--- src/rtl/core/base85_encoder_unit_defines.svh ---
// assertion macros for the base85 encoder
`ifndef BASE85_ENCODER_UNIT_DEFINES_SVH
`define BASE85_ENCODER_UNIT_DEFINES_SVH
`ifndef SYNTHESIS
`define B85_ASSERT(lbl, prop, msg) \
  lbl: assert property (@(posedge clk_i) disable iff (!rst_ni) prop) else $error(msg);
`define B85_ASSERT_NEVER(lbl, cond, msg) \
  lbl: assert property (@(posedge clk_i) disable iff (!rst_ni) !(cond)) else $error(msg);
`else
`define B85_ASSERT(lbl, prop, msg)
`define B85_ASSERT_NEVER(lbl, cond, msg)
`endif
`endif

--- src/rtl/core/b85enc_pkg.sv ---
// types, constants and the z85 alphabet shared by the base85 encoder
`timescale 1ns / 1ps
package b85enc_pkg;

  localparam int unsigned CFG_IDX_W   = 8;
  localparam int unsigned NUM_DIGITS  = 5;
  localparam int unsigned DIG_W       = 7;
  localparam int unsigned WORD_W      = 32;
  localparam int unsigned PROD_W      = 2 * WORD_W;
  localparam int unsigned RECIP_SHIFT = 38;
  localparam int unsigned QUOT_W      = PROD_W - RECIP_SHIFT;
  localparam int unsigned QUEUE_DEPTH = 2;

  localparam logic [CFG_IDX_W-1:0] REG_Z85_VARIANT = 8'd0;
  localparam logic [CFG_IDX_W-1:0] REG_SPACE_EN    = 8'd1;

  localparam logic [WORD_W-1:0] SPACE_WORD   = 32'h2020_2020;
  // ceil(2^38 / 85): exact quotient for every 32-bit dividend
  localparam logic [WORD_W-1:0] RECIP_85     = 32'hC0C0_C0C1;
  localparam logic [WORD_W-1:0] RADIX        = 32'd85;
  localparam logic [7:0]        A85_OFFSET   = 8'd33;
  localparam logic [7:0]        CHAR_ZERO    = 8'h7A;
  localparam logic [7:0]        CHAR_SPACE   = 8'h79;

  localparam logic [8*85-1:0] Z85_ALPHABET =
    "0123456789abcdefghijklmnopqrstuvwxyzABCDEFGHIJKLMNOPQRSTUVWXYZ.-:+=^!/*?&<>()[]{}@%$#";

  typedef enum logic [1:0] {
    KIND_DIGITS,
    KIND_ZERO,
    KIND_SPACE,
    KIND_ERROR
  } job_kind_e;

  typedef struct packed {
    logic z85_variant;
    logic space_en;
  } cfg_t;

  typedef struct packed {
    job_kind_e  kind;
    logic [2:0] nchars;
    logic       z85;
    logic       last;
  } job_meta_t;

  typedef struct packed {
    job_meta_t         meta;
    logic [WORD_W-1:0] word;
  } job_t;

  typedef struct packed {
    logic full;
    logic empty;
  } q_status_t;

  typedef struct packed {
    logic [7:0] out_char;
    logic       run_last;
    logic       stream_end;
    logic       length_error;
  } out_item_t;

  function automatic logic [7:0] z85_char(input logic [DIG_W-1:0] d);
    logic [7:0] c;
    c = 8'h00;
    if (d < DIG_W'(85)) begin
      c = Z85_ALPHABET[8 * (84 - int'(d)) +: 8];
    end
    return c;
  endfunction

endpackage

--- src/rtl/core/b85enc_front.sv ---
// front end: packs bytes into groups and classifies finished groups into jobs
`timescale 1ns / 1ps
module b85enc_front
  import b85enc_pkg::*;
(
  input  logic       clk_i,
  input  logic       rst_ni,
  input  cfg_t       cfg_i,
  input  logic       s_valid_i,
  output logic       s_ready_o,
  input  logic [7:0] s_data_i,
  input  logic       s_last_i,
  input  q_status_t  q_status_i,
  output logic       push_o,
  output job_t       job_o
);

  logic [WORD_W-1:0] group_q, group_d;
  logic [1:0]        count_q, count_d;
  logic [WORD_W-1:0] word;
  logic              accept;
  logic              full_group;

  assign s_ready_o  = !q_status_i.full;
  assign accept     = s_valid_i && s_ready_o;
  assign full_group = (count_q == 2'd3);

  always_comb begin
    unique case (count_q)
      2'd0: word = group_q | {s_data_i, 24'h0};
      2'd1: word = group_q | {8'h0, s_data_i, 16'h0};
      2'd2: word = group_q | {16'h0, s_data_i, 8'h0};
      2'd3: word = group_q | {24'h0, s_data_i};
      default: word = group_q;
    endcase
  end

  always_comb begin
    job_o.word        = word;
    job_o.meta.z85    = cfg_i.z85_variant;
    job_o.meta.last   = s_last_i;
    job_o.meta.kind   = KIND_DIGITS;
    job_o.meta.nchars = 3'd5;
    if (full_group) begin
      if (!cfg_i.z85_variant && word == '0) begin
        job_o.meta.kind   = KIND_ZERO;
        job_o.meta.nchars = 3'd1;
      end else if (!cfg_i.z85_variant && cfg_i.space_en && word == SPACE_WORD) begin
        job_o.meta.kind   = KIND_SPACE;
        job_o.meta.nchars = 3'd1;
      end
    end else if (cfg_i.z85_variant) begin
      job_o.meta.kind   = KIND_ERROR;
      job_o.meta.nchars = 3'd1;
    end else begin
      // padded partial group gives one more char than its bytes, the closing byte included
      job_o.meta.nchars = {1'b0, count_q} + 3'd2;
    end
  end

  assign push_o = accept && (full_group || s_last_i);

  always_comb begin
    group_d = group_q;
    count_d = count_q;
    if (accept) begin
      if (full_group || s_last_i) begin
        group_d = '0;
        count_d = 2'd0;
      end else begin
        group_d = word;
        count_d = count_q + 2'd1;
      end
    end
  end

  always_ff @(posedge clk_i or negedge rst_ni) begin
    if (!rst_ni) begin
      group_q <= '0;
      count_q <= 2'd0;
    end else begin
      group_q <= group_d;
      count_q <= count_d;
    end
  end

endmodule

--- src/rtl/core/b85enc_queue.sv ---
// short job queue between the front end and the digit back end
`timescale 1ns / 1ps
module b85enc_queue
  import b85enc_pkg::*;
(
  input  logic      clk_i,
  input  logic      rst_ni,
  input  logic      push_i,
  input  job_t      job_i,
  input  logic      pop_i,
  output job_t      job_o,
  output q_status_t status_o
);

  localparam int unsigned PTR_W = (QUEUE_DEPTH > 1) ? $clog2(QUEUE_DEPTH) : 1;
  localparam int unsigned CNT_W = $clog2(QUEUE_DEPTH + 1);

  job_t             mem_q [QUEUE_DEPTH];
  logic [PTR_W-1:0] wr_q, wr_d;
  logic [PTR_W-1:0] rd_q, rd_d;
  logic [CNT_W-1:0] cnt_q, cnt_d;

  assign status_o.full  = (cnt_q == CNT_W'(QUEUE_DEPTH));
  assign status_o.empty = (cnt_q == '0);
  assign job_o          = mem_q[rd_q];

  always_comb begin
    wr_d  = wr_q;
    rd_d  = rd_q;
    cnt_d = cnt_q;
    if (push_i) begin
      wr_d = (wr_q == PTR_W'(QUEUE_DEPTH - 1)) ? '0 : wr_q + PTR_W'(1);
    end
    if (pop_i) begin
      rd_d = (rd_q == PTR_W'(QUEUE_DEPTH - 1)) ? '0 : rd_q + PTR_W'(1);
    end
    if (push_i && !pop_i) begin
      cnt_d = cnt_q + CNT_W'(1);
    end else if (pop_i && !push_i) begin
      cnt_d = cnt_q - CNT_W'(1);
    end
  end

  always_ff @(posedge clk_i) begin
    if (push_i) begin
      mem_q[wr_q] <= job_i;
    end
  end

  always_ff @(posedge clk_i or negedge rst_ni) begin
    if (!rst_ni) begin
      wr_q  <= '0;
      rd_q  <= '0;
      cnt_q <= '0;
    end else begin
      wr_q  <= wr_d;
      rd_q  <= rd_d;
      cnt_q <= cnt_d;
    end
  end

endmodule

--- src/rtl/core/b85enc_back.sv ---
// back end: base-85 digit pipeline, char serializer and output register
`timescale 1ns / 1ps
module b85enc_back
  import b85enc_pkg::*;
(
  input  logic      clk_i,
  input  logic      rst_ni,
  input  logic      q_valid_i,
  input  job_t      job_i,
  output logic      pop_o,
  output logic      m_valid_o,
  input  logic      m_ready_i,
  output out_item_t m_item_o
);

  // stage 0 holds the word and its first product, stages 1..4 peel one digit each
  localparam int unsigned STAGES = NUM_DIGITS;

  logic              vld_q  [STAGES];
  job_meta_t         meta_q [STAGES];
  logic [WORD_W-1:0] x_q    [STAGES-1];
  logic [PROD_W-1:0] p_q    [STAGES-1];
  logic [DIG_W-1:0]  dig_q  [1:STAGES-1][NUM_DIGITS];

  logic [QUOT_W-1:0] quot_w [1:STAGES-1];
  logic [DIG_W-1:0]  rem_w  [1:STAGES-1];

  logic [2:0]        idx_q, idx_d;
  logic              out_valid_q, out_valid_d;
  out_item_t         out_item_q;
  out_item_t         cur_item;
  logic [DIG_W-1:0]  cur_digit;
  logic              out_load;
  logic              cur_done;
  logic              adv;

  always_comb begin
    for (int s = 1; s < STAGES; s++) begin
      quot_w[s] = p_q[s-1][PROD_W-1:RECIP_SHIFT];
      rem_w[s]  = DIG_W'(x_q[s-1] - WORD_W'(quot_w[s]) * RADIX);
    end
  end

  // the last stage is the serializer source, idx_q walks its chars
  assign cur_digit = dig_q[STAGES-1][idx_q];

  always_comb begin
    cur_item.run_last     = (idx_q == meta_q[STAGES-1].nchars - 3'd1);
    cur_item.stream_end   = cur_item.run_last && meta_q[STAGES-1].last;
    cur_item.length_error = 1'b0;
    unique case (meta_q[STAGES-1].kind)
      KIND_DIGITS: begin
        if (meta_q[STAGES-1].z85) begin
          cur_item.out_char = z85_char(cur_digit);
        end else begin
          cur_item.out_char = {1'b0, cur_digit} + A85_OFFSET;
        end
      end
      KIND_ZERO:  cur_item.out_char = CHAR_ZERO;
      KIND_SPACE: cur_item.out_char = CHAR_SPACE;
      KIND_ERROR: begin
        cur_item.out_char     = 8'h00;
        cur_item.length_error = 1'b1;
      end
      default: cur_item.out_char = 8'h00;
    endcase
  end

  assign out_load = vld_q[STAGES-1] && (!out_valid_q || m_ready_i);
  assign cur_done = out_load && cur_item.run_last;
  assign adv      = !vld_q[STAGES-1] || cur_done;
  assign pop_o    = adv && q_valid_i;

  always_comb begin
    idx_d = idx_q;
    if (cur_done) begin
      idx_d = 3'd0;
    end else if (out_load) begin
      idx_d = idx_q + 3'd1;
    end
    out_valid_d = out_valid_q;
    if (out_load) begin
      out_valid_d = 1'b1;
    end else if (m_ready_i) begin
      out_valid_d = 1'b0;
    end
  end

  always_ff @(posedge clk_i or negedge rst_ni) begin
    if (!rst_ni) begin
      for (int s = 0; s < STAGES; s++) begin
        vld_q[s] <= 1'b0;
      end
      idx_q       <= 3'd0;
      out_valid_q <= 1'b0;
    end else begin
      if (adv) begin
        vld_q[0] <= q_valid_i;
        for (int s = 1; s < STAGES; s++) begin
          vld_q[s] <= vld_q[s-1];
        end
      end
      idx_q       <= idx_d;
      out_valid_q <= out_valid_d;
    end
  end

  always_ff @(posedge clk_i) begin
    if (adv) begin
      meta_q[0] <= job_i.meta;
      x_q[0]    <= job_i.word;
      p_q[0]    <= {{WORD_W{1'b0}}, job_i.word} * {{WORD_W{1'b0}}, RECIP_85};
      for (int s = 1; s < STAGES; s++) begin
        meta_q[s] <= meta_q[s-1];
      end
      for (int s = 1; s < STAGES - 1; s++) begin
        x_q[s] <= WORD_W'(quot_w[s]);
        p_q[s] <= {{WORD_W{1'b0}}, WORD_W'(quot_w[s])} * {{WORD_W{1'b0}}, RECIP_85};
      end
      for (int d = 0; d < NUM_DIGITS; d++) begin
        dig_q[1][d] <= (d == NUM_DIGITS - 1) ? rem_w[1] : '0;
      end
      for (int s = 2; s < STAGES; s++) begin
        for (int d = 0; d < NUM_DIGITS; d++) begin
          if (d == NUM_DIGITS - s) begin
            dig_q[s][d] <= rem_w[s];
          end else if (s == STAGES - 1 && d == 0) begin
            // what is left after four divisions is the leading digit
            dig_q[s][d] <= DIG_W'(quot_w[s]);
          end else begin
            dig_q[s][d] <= dig_q[s-1][d];
          end
        end
      end
    end
    if (out_load) begin
      out_item_q <= cur_item;
    end
  end

  assign m_valid_o = out_valid_q;
  assign m_item_o  = out_item_q;

endmodule

--- src/rtl/core/base85_encoder_unit.sv ---
// Streaming Ascii85 / Z85 encoder. One byte is taken per cycle while the job queue has
// room; every fourth byte (or the last byte of a stream) becomes a job that runs through a
// five-stage base-85 digit pipeline and is then sent out one char per cycle while the output
// is not stalled. A full group gives 5 chars, the 'z' and 'y' shortcuts and the Z85 length
// error give 1, and a padded partial group gives count+1. Sustained throughput on plain data
// is set by the one-char-per-cycle serializer, on shortcut groups by the byte input. A byte
// that closes a group goes through the job queue, the digit stages and the output register.
// Configuration writes are always ready and apply from the next group to close.
`timescale 1ns / 1ps
`include "base85_encoder_unit_defines.svh"
module base85_encoder_unit
  import b85enc_pkg::*;
(
  input  logic                 clk_i,
  input  logic                 rst_ni,
  input  logic                 s_axis_tvalid,
  output logic                 s_axis_tready,
  input  logic [7:0]           s_axis_tdata,   // [7:0] data_byte
  input  logic                 s_axis_tlast,
  output logic                 m_axis_tvalid,
  input  logic                 m_axis_tready,
  output logic [7:0]           m_axis_tdata,   // [7:0] out_char
  output logic                 m_axis_tlast,
  output logic [1:0]           m_axis_tuser,   // [0] stream_end, [1] length_error
  input  logic                 cfg_valid_i,
  output logic                 cfg_ready_o,
  input  logic [CFG_IDX_W-1:0] cfg_index_i,
  input  logic                 cfg_data_i
);

  cfg_t      cfg_q, cfg_d;
  q_status_t q_status;
  job_t      front_job;
  job_t      queue_job;
  logic      front_push;
  logic      back_pop;
  out_item_t out_item;
  logic      err_item;
  logic      err_item_ok;

  assign cfg_ready_o = 1'b1;

  always_comb begin
    cfg_d = cfg_q;
    if (cfg_valid_i) begin
      unique case (cfg_index_i)
        REG_Z85_VARIANT: cfg_d.z85_variant = cfg_data_i;
        REG_SPACE_EN:    cfg_d.space_en    = cfg_data_i;
        default: ;
      endcase
    end
  end

  always_ff @(posedge clk_i or negedge rst_ni) begin
    if (!rst_ni) begin
      cfg_q <= '0;
    end else begin
      cfg_q <= cfg_d;
    end
  end

  b85enc_front u_front (
    .clk_i      (clk_i),
    .rst_ni     (rst_ni),
    .cfg_i      (cfg_q),
    .s_valid_i  (s_axis_tvalid),
    .s_ready_o  (s_axis_tready),
    .s_data_i   (s_axis_tdata),
    .s_last_i   (s_axis_tlast),
    .q_status_i (q_status),
    .push_o     (front_push),
    .job_o      (front_job)
  );

  b85enc_queue u_queue (
    .clk_i    (clk_i),
    .rst_ni   (rst_ni),
    .push_i   (front_push),
    .job_i    (front_job),
    .pop_i    (back_pop),
    .job_o    (queue_job),
    .status_o (q_status)
  );

  b85enc_back u_back (
    .clk_i     (clk_i),
    .rst_ni    (rst_ni),
    .q_valid_i (!q_status.empty),
    .job_i     (queue_job),
    .pop_o     (back_pop),
    .m_valid_o (m_axis_tvalid),
    .m_ready_i (m_axis_tready),
    .m_item_o  (out_item)
  );

  assign m_axis_tdata = out_item.out_char;
  assign m_axis_tlast = out_item.run_last;
  assign m_axis_tuser = {out_item.length_error, out_item.stream_end};

  assign err_item    = m_axis_tvalid && m_axis_tuser[1];
  assign err_item_ok = m_axis_tlast && m_axis_tuser[0] && (m_axis_tdata == 8'h00);

  `B85_ASSERT_NEVER(a_queue_overflow, front_push && q_status.full, "job pushed into full queue")
  `B85_ASSERT_NEVER(a_queue_underflow, back_pop && q_status.empty, "job popped from empty queue")
  `B85_ASSERT(a_error_item, err_item |-> err_item_ok, "malformed length error item")
  `B85_ASSERT(a_end_is_last, (m_axis_tvalid && m_axis_tuser[0]) |-> m_axis_tlast, "stream end without run last")

endmodule

--- config.mk ---
export PLATFORM = sky130hd
export DESIGN_NAME = base85_encoder_unit
export DESIGN_NICKNAME = d
export VERILOG_FILES = /design/src/rtl/core/b85enc_pkg.sv /design/src/rtl/core/b85enc_front.sv /design/src/rtl/core/b85enc_queue.sv /design/src/rtl/core/b85enc_back.sv /design/src/rtl/core/base85_encoder_unit.sv
export VERILOG_INCLUDE_DIRS = /design/src /design/src/rtl/core
export SDC_FILE = /design/constraint.sdc
export NUM_CORES = 2
export LEC_CHECK = 0
export BUFFER_PORTS_ARGS = -buffer_cell sky130_fd_sc_hd__clkbuf_2
export CORE_MARGIN = 3
export CORE_UTILIZATION = 61
export CTS_BUF_LIST = sky130_fd_sc_hd__clkbuf_8
export DETAILED_ROUTE_END_ITERATION = 12
export PLACE_DENSITY = 0.8
export SLEW_MARGIN = 20
export SYNTH_ARGS = -nofsm -noshare
export SYNTH_HDL_FRONTEND = slang
export SYNTH_SLANG_ARGS = --single-unit
--- constraint.sdc ---
create_clock -name clk_i -period 13.3 [get_ports clk_i]
set_input_delay 1.995 -clock clk_i [delete_from_list [all_inputs] [get_ports clk_i]]
set_output_delay 1.995 -clock clk_i [all_outputs]
set_load 0.01 [all_outputs]
# ---- Word level (Yosys, flattened, before mapping)
# Memories as Yosys holds them, arrays and structs flattened.
# Index checks and enable logic that the tools add are counted.
# W data, S select, Z words.
dict set report classes {
  mul 8
  bitwise_logic 5
  order_cmp 2
  reduce_logical 31
  n_eq_ne 10
  shift 1
  addsub 14
  mux 27
}
# cell count
set ops {}
lappend ops {{$shiftx A680 B32 Y8 const A} 1}
lappend ops {{$mul A26 B32 Y58 const B} 3}
lappend ops {{$pmux W32 S4} 1}
lappend ops {{$mul A26 B7 Y7 const B} 4}
lappend ops {{$mul A32 B32 Y64 const B} 1}
lappend ops {{$eq A32 B30 Y1 const B} 1}
lappend ops {{$logic_not A32 Y1} 1}
lappend ops {{$mux W32} 1}
lappend ops {{$or A32 B16 Y32} 1}
lappend ops {{$or A32 B24 Y32} 1}
lappend ops {{$or A32 B32 Y32} 1}
lappend ops {{$or A32 B8 Y32} 1}
lappend ops {{$pmux W8 S4} 1}
lappend ops {{$sub A7 B7 Y7} 4}
lappend ops {{$bmux W7 S3} 1}
lappend ops {{$mux W8} 2}
lappend ops {{$mux W5} 3}
lappend ops {{$mux W7} 2}
lappend ops {{$logic_and A1 B1 Y1} 11}
lappend ops {{$eq A2 B2 Y1 const B} 5}
lappend ops {{$mux W1} 9}
lappend ops {{$mux W3} 3}
lappend ops {{$add A7 B6 Y8 const B} 1}
lappend ops {{$eq A8 B1 Y1 const B} 1}
lappend ops {{19 further kinds} 38}
dict set report totals {
  out_inout_bits 14
  wordCells 121
  ff_bits 60
  mem_bits_rw 637
  n_memories 5
  input_bits 23
}
# memory depth word_bits rd rd_ports_with_merged_regs wr line_no
set mem_list {}
lappend mem_list {u_back.p_q 4 64 4 0 4 b85enc_back.sv:22} ;# logic [PROD_W-1:0] p_q [STAGES-1];
lappend mem_list {u_back.dig_q 4 35 4 0 4 b85enc_back.sv:23} ;# logic [DIG_W-1:0] dig_q [1:STAGES-1][NUM_DIGITS];
lappend mem_list {u_back.x_q 4 32 4 0 4 b85enc_back.sv:21} ;# logic [WORD_W-1:0] x_q [STAGES-1];
lappend mem_list {u_queue.mem_q 2 39 1 0 1 b85enc_queue.sv:18} ;# job_t mem_q [QUEUE_DEPTH];
lappend mem_list {u_back.meta_q 5 7 5 0 5 b85enc_back.sv:20} ;# job_meta_t meta_q [STAGES];

# ---- Depth between registers and ports, before layout
dict set report logic_depth {
  ltp_word 9
  depth_mapped 27
  ltp_nobuf 25
}

# ---- Cells and area by module
# From an unflattened synthesis, not the netlist that was laid out.
dict set report unflattened {
  hier_cells 3574
  area_unflattened_um2 39237.6
}
# mod instances cells_per_inst area_each_um2 seq_area_each_um2
set modules_own_cells {}
lappend modules_own_cells {b85enc_back 1 3178 33957.6 6831.6}
lappend modules_own_cells {b85enc_queue 1 137 3012.9 2442.3}
lappend modules_own_cells {b85enc_front 1 247 2148.3 850.8}
lappend modules_own_cells {base85_encoder_unit 1 12 118.9 50.0}

# ---- Worst setup path before layout
# No wires, ideal clock.
dict set report synth_path {
  path_type {input port to flip-flop}
  from {in m_axis_tready}
  to {reg u_queue.cnt_q[1]}
  stages 7
  slack_ps -1546
  required_ps 13221
  setup_time_ps 79
  n_path_buf 0
  arrival_ps 14767
  path_cell_list {nand2b_1 nand2_1 o21ai_1 o21ai_0 ha_1 nor2_1 xor2_1}
}
dict set report synth_between {
  elab_chain_len 8
  word_cells_on_any_way 10
  classes_between {mux (1); reduce/logical (9)}
}
# element line_no
set synth_rtl {}
lappend synth_rtl {{from (decl)} base85_encoder_unit.sv:21} ;# input logic m_axis_tready,
lappend synth_rtl {{$logic_or A1 B1 Y1 (*)} b85enc_back.sv:69} ;# assign out_load = vld_q[STAGES-1] && (!out_valid_q || m_ready_i);
lappend synth_rtl {{$logic_and A1 B1 Y1 (*)} b85enc_back.sv:69}
lappend synth_rtl {{$logic_and A1 B1 Y1 (*)} b85enc_back.sv:70} ;# assign cur_done = out_load && cur_item.run_last;
lappend synth_rtl {{$logic_or A1 B1 Y1 (*)} b85enc_back.sv:71} ;# assign adv = !vld_q[STAGES-1] || cur_done;
lappend synth_rtl {{net u_back.adv} b85enc_back.sv:35} ;# logic adv;
lappend synth_rtl {{$logic_and A1 B1 Y1 (*)} b85enc_back.sv:72} ;# assign pop_o = adv && q_valid_i;
lappend synth_rtl {{$logic_not A1 Y1} b85enc_queue.sv:37} ;# if (push_i && !pop_i) begin
lappend synth_rtl {{$logic_and A1 B1 Y1} b85enc_queue.sv:37}
lappend synth_rtl {{$mux W2 / $reduce_bool A2 Y1 (equally long branches)} --}
lappend synth_rtl {{to (signal assigned)} b85enc_queue.sv:58} ;# cnt_q <= cnt_d;
lappend synth_rtl {{to (decl)} b85enc_queue.sv:21} ;# logic [CNT_W-1:0] cnt_q, cnt_d;
# Mark *: on every way through the listed nets, which the timed path passes. The rest lies on a longest branch.
# A chain may end at the register's enable or synchronous reset.

==> flow_summary.ini <==
[critical_path]
cp_max_fo = 42
rr_worst_depth = 26
rrSetupSlack_ps = 5170
critPathSlowestCell = mux2i_1
start_kind = flop
r2r_start = u_queue.rd_q
endpoint_kind = flop
cp.required_ps = 13670
rr_endpoint = u_back.p_q[0][63]
crit_path_max_incr_delay_ps = 610
cp.arrival_ps = 8500
crit_end = u_back.p_q[0][63]
path_class = reg -> reg
startpoint = u_queue.rd_q

[yosys]
netlist-cell-type-count = 66
synth_top_family_by_area = adder cells
synth_mux_area_share_pct = 1.83
synthSimpleGateAreaFrac_pct = 4.79
synth_xor_area_share_pct = 3.37
synthAdderAreaFrac_pct = 47.7
postSynthAreaPerCell_um2 = 11.2
yosysWarnings = 0
synth_compound_area_share_pct = 7.81
yosysSeqAreaShare_pct = 26.7
yosys.area.top_type_share_pct = 27.5
syn-num-nets = 4646
synth.area.top_cells = ha_1 (27%), edfxtp_1 (23%), fa_1 (20%)
async_flop_share_pct = 14.1
synthCells = 3400
netlist_area_um2 = 38200
yosys.area.top_type = ha_1
synth-seq-cells = 347
synth_most_common_cell = ha_1
synth-edff-count = 298
synth_common_cells = ha_1 (838), inv_1 (761), fa_1 (385)
synthFlopType = edfxtp_1

[place]
port_buffers = 35
dpl.hpwl_um = 66600
routabilityCongestion = 0.985

[sta]
max-slew-margin-rel_pct = 33.6
tightest_slew_ps = 996
fmax_mhz = 123
slew_violations = 0
hold_viol = 0
tns_ps = 0
clock_skew_ps = 33.2
setup_violations = 0
rsz0062_at_grt = no
period_needed_ps = 8130
fin_crit_sh_pct = 61.1

[floorplanning]
fp.dieH_um = 256
dieArea_um2 = 65600
die_w_um = 256
rows = 91
coreArea_um2 = 61800
initial_core_util_pct = 61.7
io_pins = 37

[grt]
grt.total_usage_pct = 25.1
grt_overflow = 0
grt_pass1_vias = 25600
grt_max_degree = 184
antenna_found_initial = 0
grt_pass1_wl_um = 133000

[clocking]
htreeDepth = 2
cts_tree = yes
cts_buffers = 56
root_buffer = clkbuf_8
cts.sinks = 347
clk_transition_reported_paths_ps = 60
cts_setup_buffers = 0
postCtsHoldBufs = 0
clockBufferDepth = 3
post_cts_resized = 0
worstSkewPairLatency_ps = 640

[cells_and_area]
n_antenna_cell = 0
final_nets = 4717
drive_above_1_share_pct = 5.40
syn2layout_area_growth_pct = 6.33
final_core_util_pct = 65.6

[route]
routed_wl_um = 80100
drt_iter0_drc = 1663
via_count = 24400
drc = 0
viasPerCell = 5.60
wl_per_cell_um = 18.4
drt-pass1-iter-count = 5
ant_nets = 0

[hold_path]
hold_class = reg -> reg

[job]
max_cap_violations = 0

[status]
status = finished clean
==> cells in the final DEF (no fill, tap or decap), drive strengths merged, types with 83 or more instances in the layout <==
master and n:
a21oi 140, clkbuf 102, edfxtp 298, fa 385, ha 838, inv 778
nand2 85, nor2 104, o21ai 83, xnor2 102
==> layer usage <==
| metal | vias to the layer above | track usage [%] | wire [um] |
|---|---|---|---|
| li1 | 11600 | - | - |
| met4 | 0 | 7.25 | 2370 |
| met2 | 695 | 41.6 | 38100 |
| met5 | - | 0 | 0 |
| met1 | 11900 | 34.8 | 35200 |
| met3 | 143 | 3.46 | 4520 |
==> critical path: cells and delay by family (launching register included) <==
family	cells	cell delay (ps)
fa+ha+maj	9	3530
compound gates	9	2370
xor+xnor	1	70
mux	1	610
buf+inv	6	910
flops	1	340
==> final cells by class <==
type	count	area, um2
fill	4535	21200
clock inverter	38	270
inverter	762	2860
clock buffer	67	922
tap	837	1050
timing repair buffer	48	285
multi-input combinational	2256	25000
sequential	347	10200
==> state kept, by name, summed over array words and instances (netlist names), 2 cells and up <==
| register | cells |
|---|---|
| u_back.dig_q | 77 |
| u_back.idx_q | 3 |
| u_back.x_q | 16 |
| u_back.p_q | 81 |
| u_back.m_item_o | 11 |
| u_back.vld_q | 5 |
| u_front.group_q | 32 |
| u_front.count_q | 2 |
| u_back.meta_q | 35 |
| u_queue.cnt_q | 2 |
| cfg_q | 2 |
| u_queue.mem_q | 78 |
==> logic make-up after synthesis <==
kind of cell               Yosys count
AOI/OAI and AO/OA                  456
xor gates and xnor gates           146
adders and majority gates         1223
buffers and inverters              797
DFF                                347
muxes                               57
other                                1
and+or+nand+nor                    373
==> through the flow <==
stage	std cells	setup slack [ps]	hold WS, ps	cell area (um2)
global placement	4250	5420	400	39400
CTS	4355	5250	415	40600
floorplan	3400	3350	400	38200
finish	4355	5170	414	40600
detailed placement	4250	5300	405	39400
global route	4355	4650	422	40600
==> worst min path at each step <==
| stage | cells after the start | startpoint | endpoint |
|---|---|---|---|
| after global placement | 0 | u_back.meta_q[0][23] | u_back.meta_q[0][30] |
| after CTS | 0 | u_back.dig_q[0][105] | u_back.dig_q[0][140] |
| final | 0 | u_back.dig_q[0][110] | u_back.dig_q[0][145] |
| after global routing | 0 | u_back.dig_q[0][105] | u_back.dig_q[0][140] |
| after detailed placement | 0 | u_back.dig_q[0][105] | u_back.dig_q[0][140] |
| after floorplan | 0 | u_back.dig_q[0][70] | u_back.dig_q[0][105] |
Power is not shown: default switching activity piles up to over one toggle a cycle in this logic, so the estimate is an artifact.
